**src/rtl/core/qpq_pkg.sv**
```systemverilog
// ----------------------------------------------------------------------------
// qpq_pkg
// Shared types and codes of the strict priority packet queue scheduler.
// ----------------------------------------------------------------------------
package qpq_pkg;

	localparam logic [1:0] KIND_ACK   = 2'd0;
	localparam logic [1:0] KIND_SENT  = 2'd1;
	localparam logic [1:0] KIND_EMPTY = 2'd2;

	localparam logic REQ_RECEIVE = 1'b0;
	localparam logic REQ_SEND    = 1'b1;

	typedef struct packed {
		logic        req_type;
		logic [15:0] packet_handle;
		logic [2:0]  packet_priority;
		logic [6:0]  send_count;
	} in_word_t;

	typedef struct packed {
		logic [1:0]  result_kind;
		logic [15:0] out_handle;
		logic [2:0]  out_priority;
		logic [5:0]  dropped_count;
		logic        last;
	} out_word_t;

	// Classified command handed from front to back.
	typedef struct packed {
		logic        is_send;
		logic        prio_ok;
		logic [15:0] handle;
		logic [2:0]  prio;
		logic [6:0]  limit;
	} cmd_t;

	typedef enum logic [2:0] {
		ST_IDLE,
		ST_THIN_RD,
		ST_THIN_WR,
		ST_APPEND,
		ST_ACK,
		ST_PICK,
		ST_EMIT
	} state_t;

endpackage

```
**src/rtl/core/qpq_ram.sv**
```systemverilog
// ----------------------------------------------------------------------------
// qpq_ram
// Generic single write port, single read port RAM with registered read.
// ----------------------------------------------------------------------------
module qpq_ram #(
	parameter int WIDTH = 16,
	parameter int DEPTH = 128
) (
	input  logic                     clk,
	input  logic                     we,
	input  logic [$clog2(DEPTH)-1:0] waddr,
	input  logic [WIDTH-1:0]         wdata,
	input  logic                     re,
	input  logic [$clog2(DEPTH)-1:0] raddr,
	output logic [WIDTH-1:0]         rdata
);
	logic [WIDTH-1:0] mem_q [DEPTH];
	logic [WIDTH-1:0] rdata_q;

	always_ff @(posedge clk) begin
		if (we) begin
			mem_q[waddr] <= wdata;
		end
		if (re) begin
			rdata_q <= mem_q[raddr];
		end
	end

	assign rdata = rdata_q;
endmodule

```
**src/rtl/core/qpq_front.sv**
```systemverilog
// ----------------------------------------------------------------------------
// qpq_front
// Accept request words, classify them and hold them in a two-entry queue.
// ----------------------------------------------------------------------------
module qpq_front #(
	parameter int NUM_LEVELS = 8,
	parameter int MAX_SEND   = 64
) (
	input  logic              clk,
	input  logic              arst_n,
	input  logic              req_valid,
	output logic              req_stall,
	input  qpq_pkg::in_word_t req,
	output logic              cmd_valid,
	output qpq_pkg::cmd_t     cmd,
	input  logic              cmd_pop
);
	import qpq_pkg::*;

	cmd_t       slot_q [2];
	logic       wr_q;
	logic       rd_q;
	logic [1:0] count_q;
	logic       push;
	cmd_t       cls;

	assign req_stall = (count_q == 2'd2);
	assign push      = req_valid && !req_stall;
	assign cmd_valid = (count_q != 2'd0);
	assign cmd       = slot_q[rd_q];

	always_comb begin
		cls.is_send = (req.req_type == REQ_SEND);
		cls.prio_ok = (32'(req.packet_priority) < NUM_LEVELS);
		cls.handle  = req.packet_handle;
		cls.prio    = req.packet_priority;
		// clip the send count to the largest burst
		cls.limit   = (32'(req.send_count) > MAX_SEND) ? 7'(MAX_SEND) : req.send_count;
	end

	always_ff @(posedge clk) begin
		if (push) begin
			slot_q[wr_q] <= cls;
		end
	end

	always_ff @(posedge clk or negedge arst_n) begin
		if (!arst_n) begin
			wr_q    <= 1'b0;
			rd_q    <= 1'b0;
			count_q <= 2'd0;
		end else begin
			if (push) begin
				wr_q <= !wr_q;
			end
			if (cmd_pop) begin
				rd_q <= !rd_q;
			end
			count_q <= count_q + 2'(push) - 2'(cmd_pop);
		end
	end
endmodule

```
**src/rtl/core/qpq_back.sv**
```systemverilog
// ----------------------------------------------------------------------------
// qpq_back
// Execute commands: append and thin level rings, serve sends by priority.
// ----------------------------------------------------------------------------
module qpq_back #(
	parameter int NUM_LEVELS  = 8,
	parameter int QUEUE_DEPTH = 16
) (
	input  logic               clk,
	input  logic               arst_n,
	input  logic               cmd_valid,
	input  qpq_pkg::cmd_t      cmd,
	output logic               cmd_pop,
	output logic               rsp_valid,
	input  logic               rsp_stall,
	output qpq_pkg::out_word_t rsp
);
	import qpq_pkg::*;

	localparam int LVW   = $clog2(NUM_LEVELS);
	localparam int HW    = $clog2(QUEUE_DEPTH);
	localparam int LENW  = $clog2(QUEUE_DEPTH + 1);
	localparam int DEPTH = NUM_LEVELS * QUEUE_DEPTH;
	localparam int AW    = $clog2(DEPTH);
	localparam int KEPT  = QUEUE_DEPTH - QUEUE_DEPTH / 2;
	localparam int HALF  = QUEUE_DEPTH / 2;

	state_t            state_q, state_d;
	logic [LENW-1:0]   len_q  [NUM_LEVELS];
	logic [HW-1:0]     head_q [NUM_LEVELS];
	cmd_t              cmd_q;
	logic [LVW-1:0]    lvl_q;
	logic [HW-1:0]     k_q;
	logic [6:0]        sent_q;
	logic [1:0]        kind_q;
	logic [5:0]        dropped_q;
	logic              last_q;
	out_word_t         rsp_q;
	logic              rsp_valid_q;

	logic              out_ready;
	logic [LVW-1:0]    rcv_lvl;
	logic              rcv_full;
	logic [NUM_LEVELS-1:0] nonempty;
	logic              any_ne;
	logic [LVW-1:0]    pick_lvl;
	logic              pick_last;
	logic              rsp_load;
	logic              ram_we, ram_re;
	logic [AW-1:0]     ram_waddr, ram_raddr;
	logic [15:0]       ram_wdata, ram_rdata;

	function automatic logic [AW-1:0] slot_addr(input logic [LVW-1:0] lvl,
	                                            input logic [HW-1:0] head,
	                                            input logic [HW:0] off);
		logic [HW:0] sum;
		sum = {1'b0, head} + off;
		if (sum >= (HW+1)'(QUEUE_DEPTH)) begin
			sum = sum - (HW+1)'(QUEUE_DEPTH);
		end
		return AW'(lvl) * AW'(QUEUE_DEPTH) + AW'(sum[HW-1:0]);
	endfunction

	qpq_ram #(.WIDTH(16), .DEPTH(DEPTH)) u_store (
		.clk   (clk),
		.we    (ram_we),
		.waddr (ram_waddr),
		.wdata (ram_wdata),
		.re    (ram_re),
		.raddr (ram_raddr),
		.rdata (ram_rdata)
	);

	assign out_ready = !rsp_valid_q || !rsp_stall;
	assign rcv_lvl   = LVW'(cmd.prio);
	assign rcv_full  = (len_q[rcv_lvl] == LENW'(QUEUE_DEPTH));

	always_comb begin
		pick_lvl = '0;
		for (int l = 0; l < NUM_LEVELS; l++) begin
			nonempty[l] = (len_q[l] != '0);
			if (nonempty[l]) begin
				pick_lvl = LVW'(l);
			end
		end
		any_ne = |nonempty;
		pick_last = !((|(nonempty & ~(NUM_LEVELS'(1) << pick_lvl)))
		              || (len_q[pick_lvl] > LENW'(1)))
		            || (sent_q + 7'd1 == cmd_q.limit);
	end

	// next state
	always_comb begin
		state_d = state_q;
		case (state_q)
			ST_IDLE: begin
				if (cmd_valid) begin
					if (cmd.is_send) begin
						state_d = (cmd.limit == 7'd0 || !any_ne) ? ST_ACK : ST_PICK;
					end else if (!cmd.prio_ok) begin
						state_d = ST_ACK;
					end else if (rcv_full && KEPT > 1) begin
						state_d = ST_THIN_RD;
					end else begin
						state_d = ST_APPEND;
					end
				end
			end
			ST_THIN_RD: state_d = ST_THIN_WR;
			ST_THIN_WR: state_d = (k_q + HW'(1) == HW'(KEPT)) ? ST_APPEND : ST_THIN_RD;
			ST_APPEND:  state_d = ST_ACK;
			ST_ACK:     state_d = out_ready ? ST_IDLE : ST_ACK;
			ST_PICK:    state_d = ST_EMIT;
			ST_EMIT: begin
				if (out_ready) begin
					state_d = last_q ? ST_IDLE : ST_PICK;
				end
			end
			default:    state_d = ST_IDLE;
		endcase
	end

	// outputs
	always_comb begin
		cmd_pop   = 1'b0;
		ram_we    = 1'b0;
		ram_re    = 1'b0;
		ram_waddr = '0;
		ram_raddr = '0;
		ram_wdata = cmd_q.handle;
		rsp_load  = 1'b0;
		case (state_q)
			ST_IDLE: cmd_pop = cmd_valid;
			ST_THIN_RD: begin
				ram_re    = 1'b1;
				ram_raddr = slot_addr(lvl_q, head_q[lvl_q], {k_q, 1'b0});
			end
			ST_THIN_WR: begin
				ram_we    = 1'b1;
				ram_waddr = slot_addr(lvl_q, head_q[lvl_q], {1'b0, k_q});
				ram_wdata = ram_rdata;
			end
			ST_APPEND: begin
				ram_we    = 1'b1;
				ram_waddr = slot_addr(lvl_q, head_q[lvl_q], (HW+1)'(len_q[lvl_q]));
			end
			ST_ACK: rsp_load = out_ready;
			ST_PICK: begin
				ram_re    = 1'b1;
				ram_raddr = slot_addr(pick_lvl, head_q[pick_lvl], '0);
			end
			ST_EMIT: rsp_load = out_ready;
			default: ;
		endcase
	end

	always_ff @(posedge clk) begin
		if (state_q == ST_IDLE && cmd_valid) begin
			cmd_q     <= cmd;
			lvl_q     <= rcv_lvl;
			k_q       <= HW'(1);
			sent_q    <= 7'd0;
			kind_q    <= cmd.is_send ? KIND_EMPTY : KIND_ACK;
			dropped_q <= (!cmd.is_send && cmd.prio_ok && rcv_full) ? 6'(HALF) : 6'd0;
		end
		if (state_q == ST_THIN_WR) begin
			k_q <= k_q + HW'(1);
		end
		if (state_q == ST_PICK) begin
			lvl_q  <= pick_lvl;
			sent_q <= sent_q + 7'd1;
			last_q <= pick_last;
		end
		if (rsp_load) begin
			if (state_q == ST_EMIT) begin
				rsp_q <= '{result_kind: KIND_SENT, out_handle: ram_rdata,
				           out_priority: 3'(lvl_q), dropped_count: 6'd0, last: last_q};
			end else begin
				rsp_q <= '{result_kind: kind_q, out_handle: 16'd0, out_priority: 3'd0,
				           dropped_count: dropped_q, last: 1'b1};
			end
		end
	end

	always_ff @(posedge clk or negedge arst_n) begin
		if (!arst_n) begin
			state_q     <= ST_IDLE;
			rsp_valid_q <= 1'b0;
			for (int l = 0; l < NUM_LEVELS; l++) begin
				len_q[l]  <= '0;
				head_q[l] <= '0;
			end
		end else begin
			state_q <= state_d;
			if (rsp_load) begin
				rsp_valid_q <= 1'b1;
			end else if (!rsp_stall) begin
				rsp_valid_q <= 1'b0;
			end
			if (state_q == ST_IDLE && cmd_valid && !cmd.is_send && cmd.prio_ok
			    && rcv_full) begin
				len_q[rcv_lvl] <= LENW'(KEPT);
			end
			if (state_q == ST_APPEND) begin
				len_q[lvl_q] <= len_q[lvl_q] + LENW'(1);
			end
			if (state_q == ST_PICK) begin
				len_q[pick_lvl]  <= len_q[pick_lvl] - LENW'(1);
				head_q[pick_lvl] <= (head_q[pick_lvl] == HW'(QUEUE_DEPTH - 1)) ? '0
				                    : head_q[pick_lvl] + HW'(1);
			end
		end
	end

	assign rsp_valid = rsp_valid_q;
	assign rsp       = rsp_q;
endmodule

```
**src/rtl/core/qos_priority_packet_queues_unit.sv**
```systemverilog
// ----------------------------------------------------------------------------
// qos_priority_packet_queues_unit
// Strict priority packet queue scheduler with one ring of handles per level.
// ----------------------------------------------------------------------------
// Channel | Valid     | Stall     | Word  | Carries
// request | req_valid | req_stall | req   | receive or send request
// result  | rsp_valid | rsp_stall | rsp   | ack, sent handle or empty mark
//
// A receive passes through idle, append and ack; on a full level thinning first
// moves KEPT-1 entries, one store read and one store write per moved entry.
// A send passes through idle, then pick (and read) and emit per handle sent;
// a send that moves nothing, or a receive beyond the built levels, goes to ack.
// Reset clears level lengths and heads; the handle store needs no clearing.
// A stalled result holds the back end; the two-entry command queue keeps
// taking request words until it fills.
// ----------------------------------------------------------------------------
module qos_priority_packet_queues_unit #(
	parameter int NUM_LEVELS  = 8,
	parameter int QUEUE_DEPTH = 16,
	parameter int MAX_SEND    = 64
) (
	input  logic               clk,
	input  logic               arst_n,
	input  logic               req_valid,
	output logic               req_stall,
	input  qpq_pkg::in_word_t  req,
	output logic               rsp_valid,
	input  logic               rsp_stall,
	output qpq_pkg::out_word_t rsp
);
	import qpq_pkg::*;

	logic cmd_valid;
	logic cmd_pop;
	cmd_t cmd;

	// front: accept and classify request words
	qpq_front #(.NUM_LEVELS(NUM_LEVELS), .MAX_SEND(MAX_SEND)) u_front (
		.clk       (clk),
		.arst_n    (arst_n),
		.req_valid (req_valid),
		.req_stall (req_stall),
		.req       (req),
		.cmd_valid (cmd_valid),
		.cmd       (cmd),
		.cmd_pop   (cmd_pop)
	);

	// back: run the queue operations and drive result words
	qpq_back #(.NUM_LEVELS(NUM_LEVELS), .QUEUE_DEPTH(QUEUE_DEPTH)) u_back (
		.clk       (clk),
		.arst_n    (arst_n),
		.cmd_valid (cmd_valid),
		.cmd       (cmd),
		.cmd_pop   (cmd_pop),
		.rsp_valid (rsp_valid),
		.rsp_stall (rsp_stall),
		.rsp       (rsp)
	);
endmodule

```
**config.mk**
```make
export PLATFORM = sky130hd
export DESIGN_NAME = qos_priority_packet_queues_unit
export DESIGN_NICKNAME = d
export VERILOG_FILES = /design/src/rtl/core/qpq_pkg.sv /design/src/rtl/core/qpq_ram.sv /design/src/rtl/core/qpq_front.sv /design/src/rtl/core/qpq_back.sv /design/src/rtl/core/qos_priority_packet_queues_unit.sv
export SDC_FILE = /design/constraint.sdc
export NUM_CORES = 2
export LEC_CHECK = 0
export BUFFER_PORTS_ARGS = -buffer_cell sky130_fd_sc_hd__buf_2
export CAP_MARGIN = 20
export CORE_ASPECT_RATIO = 0.75
export CORE_MARGIN = 2
export CORE_UTILIZATION = 30
export CTS_BUF_LIST = sky130_fd_sc_hd__clkbuf_8
export DETAILED_ROUTE_END_ITERATION = 10
export GPL_TIMING_DRIVEN = 1
export SLEW_MARGIN = 5
export SYNTH_ARGS = -nofsm -noshare
export SYNTH_HDL_FRONTEND = slang
export SYNTH_SLANG_ARGS = --single-unit
```
**constraint.sdc**
```tcl
create_clock -name clk -period 5 [get_ports clk]
set_input_delay 0 -clock clk [delete_from_list [all_inputs] [get_ports clk]]
set_output_delay 0 -clock clk [all_outputs]
set_load 0.005 [all_outputs]
```
## After elaboration in Yosys (flattened, before gate mapping)

Memory sizes are Yosys's and may differ from the RTL's. A register that Yosys moved wholly into a read port is not among the register bits.
Cells that the tools add are included.

| cells by class | value |
|---|---|
| order comparisons | 12 |
| $add $sub $neg | 18 |
| multiplexer cells | 77 |
| reductions and logical operators | 41 |
| bitwise operators | 8 |
| shift operators | 1 |
| equal/unequal tests | 14 |

Operators with widths:

| kind | count |
|---|---|
| $mux W40 | 3 |
| $bwmux W40 | 2 |
| $mux W4 | 17 |
| $bmux W5 S3 | 3 |
| $demux W5 S3 | 3 |
| $mux W5 | 9 |
| $mux W3 | 14 |
| $reduce_bool A5 Y1 | 8 |
| $and A32 B32 Y32 | 1 |
| $bwmux W32 | 1 |
| $not A32 Y32 | 1 |
| $add A7 B4 Y7 | 4 |
| $pmux W7 S2 | 2 |
| $bmux W4 S3 | 2 |
| $mux W7 | 3 |
| $pmux W3 S7 | 1 |
| $mux W16 | 1 |
| $reduce_or A8 Y1 | 2 |
| $sub A4 B1 Y4 const B | 4 |
| $ge A5 B5 Y1 const B | 3 |
| $demux W4 S3 | 1 |
| $ge A4 B4 Y1 const B | 3 |
| $lt A4 B1 Y1 const B | 3 |
| $mux W1 | 12 |
| other kinds (34) | 68 |

| storage, ports and cells | value |
|---|---|
| word-level logic and storage cells | 207 |
| memories | 2 |
| RAM bits | 2102 |
| bits in registers | 154 |
| input bits | 31 |
| output and inout bits | 30 |

Memory list:

| name | words | bits a word | read ports | clocked after Yosys merged registers in | write ports | line | RTL |
|---|---|---|---|---|---|---|---|
| u_back.u_store.mem_q | 128 | 16 | 1 | 1 | 1 | qpq_ram.sv:17 | `logic [WIDTH-1:0] mem_q [DEPTH];` |
| u_front.slot_q | 2 | 27 | 1 | 0 | 1 | qpq_front.sv:20 | `cmd_t slot_q [2];` |

## Depth between registers and ports, before layout

| logic depth | value |
|---|---|
| depth in word-level cells | 17 |
| gate-level depth with buffers | 25 |
| depth with buffers taken out | 18 |

## By module

Synthesis repeated with hierarchy kept, for this count alone.

| unflattened totals | value |
|---|---|
| cell total of the unflattened synthesis | 4041 |
| area, all modules | 89260.6 um^2 |

By module, submodules not included:

| module | instances | sequential area each (um^2) | area an instance (um^2) | cells an instance |
|---|---|---|---|---|
| qpq_ram | 1 | 61979.4 | 78683.0 | 3086 |
| qpq_back | 1 | 3793.6 | 8282.9 | 845 |
| qpq_front | 1 | 1721.7 | 2294.7 | 110 |

## Worst setup path after synthesis

Ideal clock, no wire load.

| timing | value |
|---|---|
| path type | register to register |
| start | register u_back.lvl_q[2] |
| end | register u_back.u_store.rdata_q[14], in the netlist u_back.u_store.rdata[14] (read register of u_back.u_store.mem_q), data pin |
| stages on the path, launching flop included | 22 |
| clock period less this slack | 5.279 ns |
| buffers on the path | 7 |
| setup time | 0.277 ns |
| data arrival time | 5.002 ns |
| data required time | 4.723 ns |
| path slack | -0.279 ns |
| cell sequence | edfxtp_1 > buf_1 > buf_1 > clkbuf_1 > clkbuf_1 > o311ai_0 > a221oi_1 > ha_1 > inv_1 > fa_1 > xnor2_1 > xnor2_1 > nand2_1 > a211oi_2 > buf_4 > buf_4 > buf_2 > nand3_1 > nand3_1 > o221ai_1 > a311oi_1 > o2111ai_1 |

| on the way | value |
|---|---|
| longest elaborated chain between the ends | 10 |
| elaborated cells on any way between the ends | 11 |
| classes of those cells | 3 x add/sub; 1 x order compare; 6 x mux; 1 x bitwise |

RTL lines:

| item | line | RTL |
|---|---|---|
| from (decl) | qpq_back.sv:32 | `logic [LVW-1:0] lvl_q;` |
| from (signal assigned) | qpq_back.sv:160 | `lvl_q <= rcv_lvl;` |
| from (signal assigned) | qpq_back.sv:170 | `lvl_q <= pick_lvl;` |
| $not A3 Y4 (not written as such) | qpq_back.sv:136 | `ram_raddr = slot_addr(lvl_q, head_q[lvl_q], {k_q, 1'b0});` |
| $bmux W4 S3 | qpq_back.sv:136 |  |
| $mux W4 (not written as such) (2 in series) | qpq_back.sv:136 |  |
| $add A4 B5 Y5 | qpq_back.sv:57 | `sum = {1'b0, head} + off;` |
| $sub A4 B1 Y4 or $ge A5 B5 Y1 (tied branches) | qpq_back.sv:59, qpq_back.sv:58 |  |
| $mux W4 | qpq_back.sv:58 | `if (sum >= (HW+1)'(QUEUE_DEPTH)) begin` |
| $mux W4 | qpq_back.sv:132 | `case (state_q)` |
| $add A7 B4 Y7 (*) | qpq_back.sv:61 | `return AW'(lvl) * AW'(QUEUE_DEPTH) + AW'(sum[HW-1:0]);` |
| $pmux W7 S2 (*) | qpq_back.sv:132 |  |
| to (decl) | qpq_ram.sv:18 | `logic [WIDTH-1:0] rdata_q;` |

Every way passes the cells marked *; elsewhere a longest branch is shown, timed or not. The select of a mux whose other input is x is not followed.
A chain may end at the register's enable or synchronous reset.

## Worst setup path after layout

| timing | value |
|---|---|
| start | register u_back.len_q[31] (netlist name) |
| end | register u_back.u_store.rdata_q[5], in the netlist u_back.u_store.rdata[5] (read register of u_back.u_store.mem_q), data pin |

| on the way | value |
|---|---|
| longest elaborated chain between the ends | 17 |
| elaborated cells on any way between the ends | 18 |
| classes of those cells | 2 x add/sub; 1 x order compare; 13 x mux; 1 x bitwise; 1 x reduce/logical |

RTL lines:

| item | line | RTL |
|---|---|---|
| from (decl) | qpq_back.sv:29 | `logic [LENW-1:0] len_q [NUM_LEVELS];` |
| from (signal, indexed assignment) | qpq_back.sv:202 | `len_q[rcv_lvl] <= LENW'(KEPT);` |
| from (signal, indexed assignment) | qpq_back.sv:205 | `len_q[lvl_q] <= len_q[lvl_q] + LENW'(1);` |
| from (signal, indexed assignment) | qpq_back.sv:208 | `len_q[pick_lvl] <= len_q[pick_lvl] - LENW'(1);` |
| $reduce_bool A5 Y1 (*) | qpq_back.sv:81 | `nonempty[l] = (len_q[l] != '0);` |
| $mux W1 (*) | qpq_back.sv:82 | `if (nonempty[l]) begin` |
| $mux W3 (*) (6 in series) | qpq_back.sv:82 |  |
| $not A3 Y4 (not written as such) | qpq_back.sv:150 | `ram_raddr = slot_addr(pick_lvl, head_q[pick_lvl], '0);` |
| $bmux W4 S3 | qpq_back.sv:150 |  |
| $mux W4 (not written as such) (2 in series) | qpq_back.sv:150 |  |
| $sub A4 B1 Y4 or $ge A4 B5 Y1 (tied branches) | qpq_back.sv:59, qpq_back.sv:58 |  |
| $mux W4 | qpq_back.sv:58 |  |
| $mux W4 | qpq_back.sv:132 |  |
| $add A7 B4 Y7 (*) | qpq_back.sv:61 |  |
| $pmux W7 S2 (*) | qpq_back.sv:132 |  |

Marked as above.

==> summary.md <==
| Metric | Value |
|---|---|
| Status | finished with violations |
| Failing checks | setup timing |
| Synth top area cells | edfxtp_1, nand2_1, mux2i_1, dfrtp_1, nand3_1 |
| H-tree depth | 5 |
| Placed cell areas | 105000 um2 |
| Max-cap violation count | 0 |
| CTS tree | done |
| Min Hold Slack | 0.0691 ns |
| Initial antenna violation count | 27 |
| Detailed Route Iter0 Violations | 11200 |
| Synth Flop Type | edfxtp_1 |
| Core Util, Final | 0.374 |
| DR vias | 65600 |
| Distinct cells, synth | 90 |
| Die Y | 483 um |
| CTS max path bufs | 4 |
| First-pass GRT wire length | 471000 um |
| Final Non-Filler Cells | 12100 |
| Routed WL | 341000 um |
| Crit path launch type | register |
| Largest net degree at the start of global routing | 129 |
| Final Skew | 0.110 ns |
| Setup CP Type | reg2reg |
| Hold Path Class | in2reg |
| Post-Place Setup Slack | -1.50 ns |
| Clk pwr share | 0.204 |
| Total power | 72.3 mW |
| Sequential power share | 0.353 |
| Number of port buffers | 55 |
| Gr usage total | 0.211 |
| Final period utilization | 1.01 |
| R2r setup slk | -0.05 ns |
| Top-count cell post-synth | edfxtp_1 |
| Unrepaired setup endpoints after global routing | yes |
| Register area | 67500 um2 |
| Fin crit period | 5.05 ns |
| Largest area contributor in the netlist | edfxtp_1 |
| Max FO, Critical Path | 14 |
| Post-synthesis sequential area ratio | 0.736 |
| Vias in the first global route | 60800 |
| Vias per cell | 5.42 |
| Row cnt | 175 |
| Synthesized instance count | 6586 |
| Netlist Area Pre-Place | 91700 um2 |
| Dpl cells | 11400 |
| Post-route ant nets | 0 |
| FF+latch count, synth | 2261 |
| Fmax achieved | 198 MHz |
| Normalized max-slew margin | 0.147 |
| Hold Vio Cnt, Final | 0 |
| Sink Count | 2261 |
| Core ar. | 303000 um2 |
| Clock transition at path regs | 0.07 ns |
| Yosys top cell area share | 0.714 |
| Synth cell count leaders | edfxtp_1, nand2_1, nand3_1 |
| Met3 Track Usage GR | 0.0748 |
| Worst vdd ir | 0.896 mV |
| Sw Share | 0.414 |
| Grt peak-use layer | met1 |
| Net load switching power | 29.9 mW |
| Filler instances | 28800 |
| Slew Viols, Final | 0 |
| GP Congestion | 0.985 |
| Multi-input logic area | 23100 um2 |
| Arrival time worst endpoint | 5.69 ns |
| Logic pwr share | 0.443 |
| DP Wirelength | 227000 um |
| Synth async-reset ratio | 0.0354 |
| Post-route cell area | 113000 um2 |
| Layout cells sized above 1 | 0.222 |
| Global Route met1 Usage | 0.313 |
| Met2 usage | 0.286 |
| LEAKAGE | 41.5 nW |
| Fin Setup TNS | -0.0682 ns |
| Syn. warnings | 0 |
| Drt drc | 0 |
| Drt wl/cell | 28.2 um |
| Pwr dens | 637 nW/um2 |
| Die ar. | 310000 um2 |
| Drt first pass iters | 6 |
| Worst-Skew Late Latency | 1.02 ns |
| Internal power | 42.3 mW |
| Critical Path RT | 5.64 ns |
| Grt total ovfl | 0 |
| Total CTS buffers | 345 |
| Post-synth EDFFs | 2181 |
| # IOs | 61 |
| Synthesis-to-layout area growth | 23.8% |
| Final setup margin | -0.0498 ns |
| Setup crit end kind | register |
| Layout Nets | 7793 |
| Root Buffer | clkbuf_8 |
| Die W | 642 um |
| Worst-margin pin slew | 1.27 ns |
| Avg Inst Size Synth | 13.9 um2 |
| Final setup viols | 2 |
| Starting Density | 0.302 |
## critical path, cell delays in order (launching register included)
cell	delay (ns)
dfrtp_1	0.40
or3_4	0.40
o311a_4	0.39
o21a_1	0.25
a2111oi_1	0.64
nor4_2	0.15
or3_4	0.51
buf_4	0.20
buf_12	0.16
nand2_1	0.19
buf_12	0.17
buf_4	0.15
buf_4	0.14
o22ai_1	0.08
o32a_1	0.27
nor2_1	0.27
nand4_1	0.29
## final cells by class
cell class                      count  share of cell area
Clock buffer                      350              0.0425
Sequential cell                  2261               0.595
Timing Repair Buffer             1201               0.100
Multi-Input combinational cell   3908               0.203
Clock inverter                    258              0.0128
Antenna cell                       14            0.000309
Tap cell                         4071              0.0449
Inverter                           30            0.000993
## registers in the layout, summed over array words and instances (netlist names), 2 cells and up
register and count:
u_back.cmd_q 23, u_back.u_store.rdata 16, u_back.rsp 23, u_front.count_q 2, u_back.sent_q 7, u_back.head_q 32, u_back.u_store.mem_q 2048, u_back.state_q 3
u_back.len_q 40, u_back.k_q 4, u_back.lvl_q 3, u_front.slot_q 54
## worst paths after layout
check / from / depth (start not counted) / to
min in group asynchronous: arst_n / 4 / u_back.len_q[31]
hold / removal: req_valid / 3 / u_front.slot_q[1][8]
setup / recovery: u_back.len_q[31] / 16 / u_back.u_store.rdata[5]
max in group asynchronous: arst_n / 4 / u_back.head_q[18]
hold reg to reg: u_front.count_q[1] / 1 / u_front.count_q[1]
setup reg to reg: u_back.len_q[31] / 16 / u_back.u_store.rdata[5]
## power groups by stage
stage | sequential (mW) | clock [mW] | combinational [mW]
finish | 25.5 | 14.7 | 32.0
detailed placement | 25.9 | 0 | 29.8
global route | 25.6 | 15.7 | 32.9
floorplan | 26.1 | 0 | 12.5
global placement | 25.9 | 0 | 29.6
CTS | 25.5 | 14.9 | 30.3
## cell usage in the layout, fill, tap and decap left out, types with 28 or more instances in the layout
cell           synthesis  routed
inv_1                 28     137
nor3_1                60      49
nand4_1               63      63
mux2_2                52      52
buf_4                 54     892
o22ai_1               54      50
a31oi_1              116     106
a211oi_1              58      52
clkbuf_8               0     350
o211ai_1              33      33
o221ai_1              30      28
edfxtp_1            2181    2181
nand3_1              366     359
a32oi_1               76      75
clkinv_1               2      80
a221oi_1              32      29
a22oi_1               89      85
buf_12                 0     168
dlygate4sd3_1          0      60
dfrtp_1               80      80
o21ai_0              133     120
a21oi_1              301     296
nor2_1               266     242
clkinv_2               0      36
and3_1                67      67
mux2i_1              355     355
nand2_1             1423    1398
buf_2                160      54
## cell families after synthesis
group           Yosys count  share of synthesized area
simple gates           2365                      0.110
flops                  2261                      0.736
compound gates         1072                     0.0779
buf+inv                 421                     0.0225
mux                     419                     0.0479
xor+xnor                 31                    0.00296
fa+ha+maj                16                    0.00232
other cells               1                  0.0000409
## repair_timing
item / 4_1_cts / 5_1_grt
hold buffers: 61 / 0
gates cloned: 0 / 5
hold endpoints to repair: 218 / 0
resized for setup: 64 / 87
endpoints found under the setup margin: 16 / 46
buffers inserted: 16 / 27
pin swaps: 17 / 25
## per-layer routing
metal | vias up | wire length, um
li1 | 27400 | -
met1 | 32900 | 143000
met2 | 4667 | 136000
met3 | 595 | 52100
met4 | 10 | 10400
met5 | - | 60
Note: power is estimated with default switching activity, not from simulation.
